$ cat config.mk
export PLATFORM = sky130hd
export DESIGN_NAME = ctf_ctrl
export DESIGN_NICKNAME = d
export VERILOG_FILES = /design/src/rtl/ctf_pkg.sv /design/src/rtl/ctf_ctrl.sv
export SDC_FILE = /design/constraint.sdc
export NUM_CORES = 1
export LEC_CHECK = 0
export BUFFER_PORTS_ARGS = -buffer_cell sky130_fd_sc_hd__buf_2
export CORE_AREA = 4 4 41 43
export DETAILED_ROUTE_END_ITERATION = 12
export DIE_AREA = 0 0 45 47
export SLEW_MARGIN = 20
export SYNTH_ARGS = -nofsm -noshare
export SYNTH_HDL_FRONTEND = slang
export SYNTH_SLANG_ARGS = --single-unit
$ cat constraint.sdc
create_clock -name i_clk -period 2.3 [get_ports i_clk]
set_input_delay 0.23 -clock i_clk [delete_from_list [all_inputs] [get_ports i_clk]]
set_output_delay 0.23 -clock i_clk [all_outputs]
set_load 0.01 [all_outputs]
$ cat src/rtl/ctf_pkg.sv
// Package for the complementary tilt filter: shared types, register indexes,
// controller command/status structs and the CORDIC arctangent table.
// No dependencies.
package ctf_pkg;

    localparam int unsigned CFG_IDX_W  = 2;
    localparam int unsigned CFG_DATA_W = 17;

    localparam logic [CFG_IDX_W-1:0] REG_MAG_LOW    = 2'd0;
    localparam logic [CFG_IDX_W-1:0] REG_MAG_HIGH   = 2'd1;
    localparam logic [CFG_IDX_W-1:0] REG_GYRO_SCALE = 2'd2;
    localparam logic [CFG_IDX_W-1:0] REG_BLEND_WT   = 2'd3;

    localparam logic [16:0] MAG_LOW_RST    = 17'd8192;
    localparam logic [16:0] MAG_HIGH_RST   = 17'd32768;
    localparam logic [15:0] GYRO_SCALE_RST = 16'd10;
    localparam logic [16:0] BLEND_WT_RST   = 17'd64225;

    // CORDIC word width: 16-bit magnitude scaled by 2^24, plus growth and sign.
    localparam int unsigned CW = 44;
    // Angle accumulator, units of 2^-32 degree, room for sign and overshoot.
    localparam int unsigned ZW = 41;
    localparam int unsigned ATAN_LEN = 24;
    localparam int unsigned ITER_W = 5;

    // Input transfer: one IMU sample.
    typedef struct packed {
        logic signed [15:0] accel_x;
        logic signed [15:0] accel_y;
        logic signed [15:0] accel_z;
        logic signed [15:0] gyro_x;
        logic signed [15:0] gyro_y;
    } t_sample;

    // Output transfer: updated angles and the blend flag.
    typedef struct packed {
        logic signed [31:0] pitch_deg;
        logic signed [31:0] roll_deg;
        logic               accel_corrected;
    } t_angles;

    typedef struct packed {
        logic load;       // capture sample, integrate gyro
        logic cordic_init; // start a CORDIC pass
        logic cordic_step; // one vectoring iteration
        logic sel_roll;   // 0: pitch pass, 1: roll pass
        logic mult_lo;    // blend product, first half
        logic mult_hi;    // blend product, second half and write back
    } t_cmd;

    typedef struct packed {
        logic corr;
        logic iter_last;
    } t_stat;

    function automatic logic [ZW-1:0] atan_q32(input logic [ITER_W-1:0] i);
        logic [ZW-1:0] v;
        case (i)
            5'd0:  v = 41'd193273528320;
            5'd1:  v = 41'd114096026024;
            5'd2:  v = 41'd60285206653;
            5'd3:  v = 41'd30601712202;
            5'd4:  v = 41'd15360239180;
            5'd5:  v = 41'd7687607525;
            5'd6:  v = 41'd3844741810;
            5'd7:  v = 41'd1922488225;
            5'd8:  v = 41'd961258780;
            5'd9:  v = 41'd480631223;
            5'd10: v = 41'd240315840;
            5'd11: v = 41'd120157949;
            5'd12: v = 41'd60078978;
            5'd13: v = 41'd30039489;
            5'd14: v = 41'd15019745;
            5'd15: v = 41'd7509873;
            5'd16: v = 41'd3754937;
            5'd17: v = 41'd1877468;
            5'd18: v = 41'd938734;
            5'd19: v = 41'd469367;
            5'd20: v = 41'd234684;
            5'd21: v = 41'd117342;
            5'd22: v = 41'd58671;
            5'd23: v = 41'd29335;
            default: v = '0;
        endcase
        return v;
    endfunction

endpackage

$ cat src/rtl/ctf_ctrl.sv
// Sequencer for the complementary tilt filter.
// Depends on ctf_pkg (command and status structs).
module ctf_ctrl #(
    parameter int unsigned CORDIC_ITERATIONS = 16
) (
    input  logic            i_clk,
    input  logic            i_rst_n,
    input  logic            i_in_valid,
    output logic            o_in_ready,
    output logic            o_out_valid,
    input  logic            i_out_ready,
    input  ctf_pkg::t_stat  i_stat,
    output ctf_pkg::t_cmd   o_cmd
);
    localparam logic [2:0] S_IDLE = 3'd0;
    localparam logic [2:0] S_INIT = 3'd1;
    localparam logic [2:0] S_ITER = 3'd2;
    localparam logic [2:0] S_MLO  = 3'd3;
    localparam logic [2:0] S_MHI  = 3'd4;
    localparam logic [2:0] S_OUT  = 3'd5;

    logic [2:0] r_state, n_state;
    logic       r_roll, n_roll;

    always_comb begin
        n_state = r_state;
        n_roll  = r_roll;
        o_cmd   = '0;
        o_cmd.sel_roll = r_roll;
        o_in_ready  = 1'b0;
        o_out_valid = 1'b0;
        case (r_state)
            S_IDLE: begin
                o_in_ready = 1'b1;
                if (i_in_valid) begin
                    o_cmd.load = 1'b1;
                    n_state = S_INIT;
                    n_roll  = 1'b0;
                end
            end
            S_INIT: begin
                if (!i_stat.corr) begin
                    n_state = S_OUT;
                end else begin
                    o_cmd.cordic_init = 1'b1;
                    n_state = (CORDIC_ITERATIONS == 0) ? S_MLO : S_ITER;
                end
            end
            S_ITER: begin
                o_cmd.cordic_step = 1'b1;
                if (i_stat.iter_last) n_state = S_MLO;
            end
            S_MLO: begin
                o_cmd.mult_lo = 1'b1;
                n_state = S_MHI;
            end
            S_MHI: begin
                o_cmd.mult_hi = 1'b1;
                if (r_roll) begin
                    n_state = S_OUT;
                end else begin
                    n_roll  = 1'b1;
                    n_state = S_INIT;
                end
            end
            S_OUT: begin
                o_out_valid = 1'b1;
                if (i_out_ready) n_state = S_IDLE;
            end
            default: n_state = S_IDLE;
        endcase
    end

    always_ff @(posedge i_clk) begin
        if (!i_rst_n) begin
            r_state <= S_IDLE;
            r_roll  <= 1'b0;
        end else begin
            r_state <= n_state;
            r_roll  <= n_roll;
        end
    end

`ifndef SYNTHESIS
    a_no_both: assert property (@(posedge i_clk) disable iff (!i_rst_n)
        !(o_in_ready && o_out_valid)) else $error("ready and valid together");
    a_step_after_init: assert property (@(posedge i_clk) disable iff (!i_rst_n)
        o_cmd.mult_hi |-> $past(o_cmd.mult_lo)) else $error("blend out of order");
    a_load_next: assert property (@(posedge i_clk) disable iff (!i_rst_n)
        o_cmd.load |=> !o_in_ready) else $error("accepted twice");
`endif
endmodule

# ---- Yosys cells after proc, flatten, opt, wreduce, memory -nomap -nowiden
# Index checks and enable logic that the tools add are counted.
dict set report op_classes {
  eq_ne 8
  reduce_logical 4
  mux 17
}
# cell n
set op_table {}
lappend op_table {{3-bit case mux with 6 select lines} 1}
lappend op_table {{3-bit 2-to-1 mux} 5}
lappend op_table {{1-bit 2-to-1 mux} 10}
lappend op_table {{3-bit by 2-bit equality test with 1-bit output, second input constant} 2}
lappend op_table {{3-bit equality test, second input constant} 2}
lappend op_table {{2-bit inequality test, second input constant} 3}
lappend op_table {{3-bit by 1-bit equality test with 1-bit output, second input constant} 1}
lappend op_table {{3-bit zero test} 1}
lappend op_table {{3-bit AND reduction} 1}
lappend op_table {{1-bit case mux with 2 select lines} 1}
lappend op_table {{2-bit AND reduction} 1}
lappend op_table {{2-bit nonzero test} 1}
dict set report totals {
  word_cells 31
  ff_bits 4
}

# ---- Depth between registers and ports, before layout
# Gate-level depths: netlist of run 1.
dict set report logic_depth {
  depth_word 3
  mapped_depth 4
  mapped_depth_nobuf 3
}

# ---- Least setup slack after synthesis of run 1
# No wires, ideal clock.
dict set report synth_timing {
  path_type {register -> output}
  start {register r_state[2]}
  end {output o_cmd[5] in the netlist's numbering}
  stages_incl_launch_ff 4
  required_time_ps 2070
  t_arrival_ps 1002
  slack_ps 1068
  path_cell_list {dfxtp_1 buf_2 nor3_1 and2_1}
}
# element line
set synth_lines {}
lappend synth_lines {{start: declaration} ctf_ctrl.sv:22} ;# logic [2:0] r_state, n_state;
lappend synth_lines {{start signal: assignment} ctf_ctrl.sv:79} ;# r_state <= n_state;
lappend synth_lines {{end: declaration} ctf_ctrl.sv:13} ;# output ctf_pkg::t_cmd o_cmd

==> out/results.tsv, run 1 <==
stage	metric	value	unit
layout	final_nets	52	
worst_setup_path	ff2ff_path_depth	3	
timing	post-route-min-period	1360	ps
synthesis	synth_top_area_share	31.4	%
floorplan	die_width	45	µm
timing	period_share	59.1	%
global_routing	grt_pass1_vias	241	
synthesis	synth.most_common_cell	dfxtp_1	
place	dp_hpwl	476	µm
floorplan	rows	13	
global_routing	track_usage	5.77	%
worst_setup_path	worstSetupPathDepth	3	
place	gp_congestion	0.683	
synthesis	ys_top_cells_by_area	dfxtp_1, and3_2, buf_4	
layout	multi_input_area	140	µm²
floorplan	io_pins	14	
worst_setup_path	r2r_end	r_roll	
drt	drt_iter0_drc	1	
worst_setup_path	endpoint_kind	output port	
worst_setup_path	worstReg2RegStart	r_state[0]	
synthesis	yosys-top-cells-count	dfxtp_1, inv_1	
cts	post_cts_buffers	0	
cts	htree_levels	1	
global_routing	grt_max_degree	11	
power_and_ir_drop	p_leak	0.000159	µW
synthesis	synth_cell_types	21	
floorplan	coreArea	0.00130	mm²
layout	drive_gt1_share	50.0	%
drt	viasPerCell	4.46	
worst_hold_path	hold_class	in -> reg	
cts	clock_path_buffers	2	
synthesis	async_flop_share	0	%
worst_setup_path	critPathSlowestCell	dfxtp_1	
layout	seq_area	80.1	µm²
timing	rsz0062_at_grt	false	
timing	fin_worst_skew	2.50	ps
worst_setup_path	path_delay_family	flip-flops	
global_routing	grt_pass1_wl	855	µm
worst_setup_path	critPathLaunch	r_state[0]	
synthesis	synth_area_per_cell	8.23	µm²
power_and_ir_drop	peakVddDrop	0.163	mV
floorplan	die_y	47	µm
floorplan	initial_core_util	19.6	%
worst_setup_path	cp.arrival	1130	ps
power_and_ir_drop	p_per_area	702	mW/mm²
cts	clkSlewWorstSetupHoldPaths	30	ps
drt	ant_nets	0	
drt	drc	0	
synthesis	synth_area_leader_cell	dfxtp_1	
synthesis	syn_inst	31	
run_status	status	complete, no violations	
drt	drt_first_pass_iters	2	
floorplan	die-area	0.00212	mm²
cts	cts_tree	done	
cts	ctsResizeCount	0	
timing	setup_violations	0	
synthesis	syn_area	255	µm²
worst_setup_path	required	2070	ps
global_routing	antenna_found_initial	0	
timing	tightest_slew	282	ps
drt	post_drt_wl_per_cell	9.41	µm
layout	fill_cells	161	
timing	fmax	736	MHz
global_routing	overflow	0	
worst_setup_path	path_buf_inv	2	
timing	slew_viol_final	0	
layout	area_delta_synth_final	33.8	%
drt	wl	555	µm
cts	clk_latency	230	ps
synthesis	synth_edf_count	0	
cts	cts-root-buf	clkbuf_4	
synthesis	yosys_register_bits	4	
worst_setup_path	path_cells	inv_2 > and3_2 > buf_2	
synthesis	ys_warn_count	0	
synthesis	synth_nets	37	
worst_setup_path	worstPathMaxFanout	8	
layout	final_util	26.3	%
cts	hold_buffers	0	
cts	cts_buffers	3	
worst_setup_path	cp-endpoint	o_cmd[0]	
cts	numClockSinks	4	
synthesis	synth_top_flop_cell	dfxtp_1	
worst_setup_path	rrSetupSlack	1240	ps
worst_setup_path	critPathLaunchType	flip-flop	
timing	timing.slew.headroom	81.2	%
drt	vias	263	
place	port_buffers	13	
worst_setup_path	path_class	reg -> out	
timing	finalHoldViolCount	0	
timing	setup_tns	0	ps
synthesis	yosysSeqAreaShare	31.4	%
flow_run	maxCapViolations	0	
worst_setup_path	cpPeakStageDelay	440	ps
layout	antenna_cells	0	
## worst register-to-register path: stages, from the launching register on
cell and delay, ps:
dfxtp_1 440, inv_2 100, and3_2 230, o21a_1 180
## cell type report
type	instances	share of cell area, %
Clock buffer	3	6.59
Inverter	4	4.40
Multi-Input combinational cell	20	41.0
Sequential cell	4	23.4
Tap cell	15	5.49
Timing Repair Buffer	13	19.0
## where the power goes
group	internal [µW]	leakage [µW]	switching, µW
clock	58.0	0.0000138	23.0
combinational	32.5	0.000113	35.7
sequential	77.7	0.0000327	12.8
## cell families (layout without fill, tap and decap cells)
kind of cell	after synthesis	count (layout)	synth area share (%)
DFF	4	4	31.4
AOI/OAI and AO/OA	8	8	23.5
buffers and inverters	7	20	13.7
and+or+nand+nor	12	12	31.4
## state kept, by name, indices dropped and copies added, names as in the netlist
| register | count |
|---|---|
| r_roll | 1 |
| r_state | 3 |
## routing by layer
layer | up-vias | global-route usage [%] | part of all wire (%)
li1 | 138 | - | -
met1 | 118 | 5.00 | 39
met2 | 7 | 10.2 | 51
met3 | 0 | 3.45 | 9.9
met4 | 0 | 3.51 | 0
met5 | - | 0 | 0
## worst min path at each step
stage	startpoint	to	slack [ps]	cells after the start
floorplan	i_rst_n	r_roll	350	1
detailed placement	i_rst_n	r_roll	480	2
CTS	i_rst_n	r_roll	240	2
global placement	i_rst_n	r_roll	490	2
finish	i_rst_n	r_roll	250	2
global route	i_rst_n	r_roll	260	2
## stage by stage
step / area, µm² / power [µW] / hold slack, ps / setup WS (ps) / std cells
finish: 342 / 240 / 246 / 941 / 59
global route: 342 / 260 / 258 / 850 / 59
global placement: 319 / 161 / 493 / 1170 / 56
detailed placement: 319 / 161 / 480 / 1180 / 56
floorplan: 255 / 138 / 348 / 1070 / 31
CTS: 342 / 245 / 243 / 934 / 59
## layout by cell type (no fill, tap or decap), drive strengths merged
cell     count
a211o        1
a21oi        2
a31oi        2
and2         1
and3         2
and4bb       1
buf         13
clkbuf       3
dfxtp        4
inv          4
nand2        1
nand3        1
nor2         2
nor3         2
nor3b        2
o2111ai      1
o21a         1
o32ai        1
Note: power is estimated with default switching activity, not from simulation.
==> inputs of run 2 (changes only) <==
==> constraint.sdc (replaced) <==
create_clock -name i_clk -period 1.1 [get_ports i_clk]
set_input_delay 0.11 -clock i_clk [delete_from_list [all_inputs] [get_ports i_clk]]
set_output_delay 0.11 -clock i_clk [all_outputs]
set_load 0.01 [all_outputs]
==> run 2 against run 1 <==
  * The run now ends with setup timing left
  * Setup slack got worse by 1000 ps
  * Sequential power grew 120%
  * Clock skew decreased by 2.4 ps
  * Critical path depth grew 1
  * Hold slack worse by 140 ps
  * First-iteration DRC count grew to 4.0 times the previous value
  * Utilization up 5.7 points
  * Global-route usage is 1.7 points higher
  * Die area stayed put
  * Via count up 8.7%
  * Clock power grew 130%
  * Largest cell class unchanged
  * Largest power group is now combinational logic
==> out/results.tsv, run 2 (synthesized netlist as in run 1, its figures left out) <==
stage	metric	value	unit
timing	period_share	107	%
flow_run	maxCapViolations	0	
worst_setup_path	cp.arrival	1070	ps
worst_setup_path	r2r_end	r_roll	
power_and_ir_drop	swShare	32.0	%
drt	drc	0	
layout	final_util	31.9	%
worst_hold_path	hold_class	in -> reg	
timing	post-route-min-period	1180	ps
power_and_ir_drop	p_per_area	1410	mW/mm²
power_and_ir_drop	p_switching	188	µW
global_routing	grt_pass1_wl	1060	µm
cts	cts-root-buf	clkbuf_4	
cts	cts_buffers	3	
layout	drive_gt1_share	68.1	%
cts	cts_tree	done	
layout	layout_common_cells	buf_2, clkbuf_4, buf_6, dfxtp_4	
layout	final_cells	62	
worst_hold_path	worstHoldStart	i_rst_n	
worst_setup_path	cpPeakStageDelay	350	ps
global_routing	overflow	0	
drt	drt_first_pass_iters	4	
floorplan	rows	13	
timing	timing.slew.headroom	85.1	%
cts	hold_buffers	0	
layout	antenna_cells	0	
layout	largest_reg_flops	3	
layout	reg.largest.list	r_state: 3 flops, r_roll: 1 flops	
drt	ant_nets	0	
place	gp_congestion	0.663	
floorplan	die-area	0.00212	mm²
timing	finalHoldViolCount	0	
floorplan	coreArea	0.00130	mm²
worst_setup_path	path_cells	buf_6 > nor3_4 > and2_1 > buf_2	
cts	clk_latency	230	ps
floorplan	initial_core_util	19.6	%
layout	seq_area	91.3	µm²
timing	fmax	847	MHz
global_routing	track_usage	7.52	%
timing	setup_tns	-256	ps
power_and_ir_drop	p_comb_share	35.0	%
floorplan	io_pins	14	
drt	post_drt_wl_per_cell	11.3	µm
run_status	status	finished, violations left	
place	port_buffers	13	
power_and_ir_drop	p_seq_share	33.9	%
worst_setup_path	worstReg2RegStart	r_state[0]	
global_routing	grt_max_degree	11	
drt	viasPerCell	4.61	
timing	setup_violations	5	
worst_setup_path	path_delay_family	flip-flops	
global_routing	antenna_found_initial	0	
worst_hold_path	hold_end	r_roll	
floorplan	die_y	47	µm
timing	fin_worst_skew	0.0984	ps
drt	wl	701	µm
floorplan	die_width	45	µm
power_and_ir_drop	peakVddDrop	0.305	mV
timing	slew_viol_final	0	
worst_setup_path	path_class	reg -> out	
drt	drt_iter0_drc	4	
cts	clkSlewWorstSetupHoldPaths	40	ps
place	placed_cells	57	
worst_setup_path	critPathSlowestCell	dfxtp_4	
timing	rsz0062_at_grt	true	
cts	clock_path_buffers	2	
global_routing	grt_pass1_vias	265	
cts	htree_levels	1	
layout	area_delta_synth_final	62.7	%
layout	fill_cells	148	
layout	final_area	415	µm²
timing	finalWorstSetupSlack	-81.0	ps
cts	numClockSinks	4	
worst_setup_path	endpoint_kind	output port	
layout	final_common_cell	buf_2	
layout	multi_input_area	161	µm²
drt	vias	286	
power_and_ir_drop	p_int	399	µW
timing	tightest_slew	223	ps
layout	largest_register	r_state	
worst_hold_path	hold_depth	2	
worst_setup_path	worstPathMaxFanout	6	
worst_setup_path	ff2ff_path_depth	3	
place	dp_hpwl	507	µm
worst_setup_path	path_buf_inv	2	
power_and_ir_drop	p_leak	0.000189	µW
place	dpl-instance-area	332	µm²
place	place_ws	32.0	ps
layout	final_nets	55	
worst_setup_path	rrSetupSlack	170	ps
run_status	violations	setup timing	
worst_setup_path	required	990	ps
worst_setup_path	critPathLaunchType	flip-flop	
power_and_ir_drop	clkPwrFrac	31.2	%
[run 2: stage by stage]
stage / hold slack, ps / total power [µW]
2_1_floorplan: 228 / 292
6_report: 109 / 587
3_5_place_dp: 354 / 352
3_3_place_gp: 353 / 350
4_1_cts: 99.6 / 592
5_1_grt: 114 / 631
[run 2: final cells by class]
cell class / instances / area share (%)
Timing Repair Buffer: 16 / 25.0
Sequential cell: 4 / 22.0
Clock buffer: 3 / 5.42
Inverter: 4 / 4.22
Multi-Input combinational cell: 20 / 38.9
Tap cell: 15 / 4.52
[run 2: what timing repair did]
action                                  4_1_cts  5_1_grt
resized for setup                            14        0
buffers inserted                              1        1
hold endpoints to repair                      0        0
pin swaps                                     1        2
endpoints found under the setup margin        7        7
[run 2: worst reg2reg max path: stages, from the launching register on]
cell and delay [ps]:
dfxtp_4 370, inv_2 70, and3_2 220, o21a_1 170
[run 2: worst max-delay path by stage]
stage | startpoint | endpoint | depth (start not counted)
detailed placement | r_state[1] | r_roll | 3
CTS | r_state[0] | o_cmd[5] | 4
finish | r_state[0] | o_cmd[5] | 4
global route | r_state[0] | o_cmd[5] | 4
floorplan | r_state[2] | r_state[1] | 4
global placement | r_state[1] | r_roll | 3
[run 2: routing by layer]
layer | part of all wire (%) | global-route usage (%) | up-vias
met3 | 8.6 | 3.83 | 0
met5 | 0 | 0 | -
li1 | - | - | 144
met1 | 38 | 6.62 | 135
met4 | 0 | 7.02 | 0
met2 | 53 | 12.4 | 7
[run 2: power groups by stage]
stage / sequential, µW / clock, µW / combinational (µW)
finish: 199 / 183 / 205
floorplan: 182 / 0 / 110
global route: 202 / 206 / 223
detailed placement: 193 / 0 / 159
global placement: 191 / 0 / 159
CTS: 199 / 200 / 193
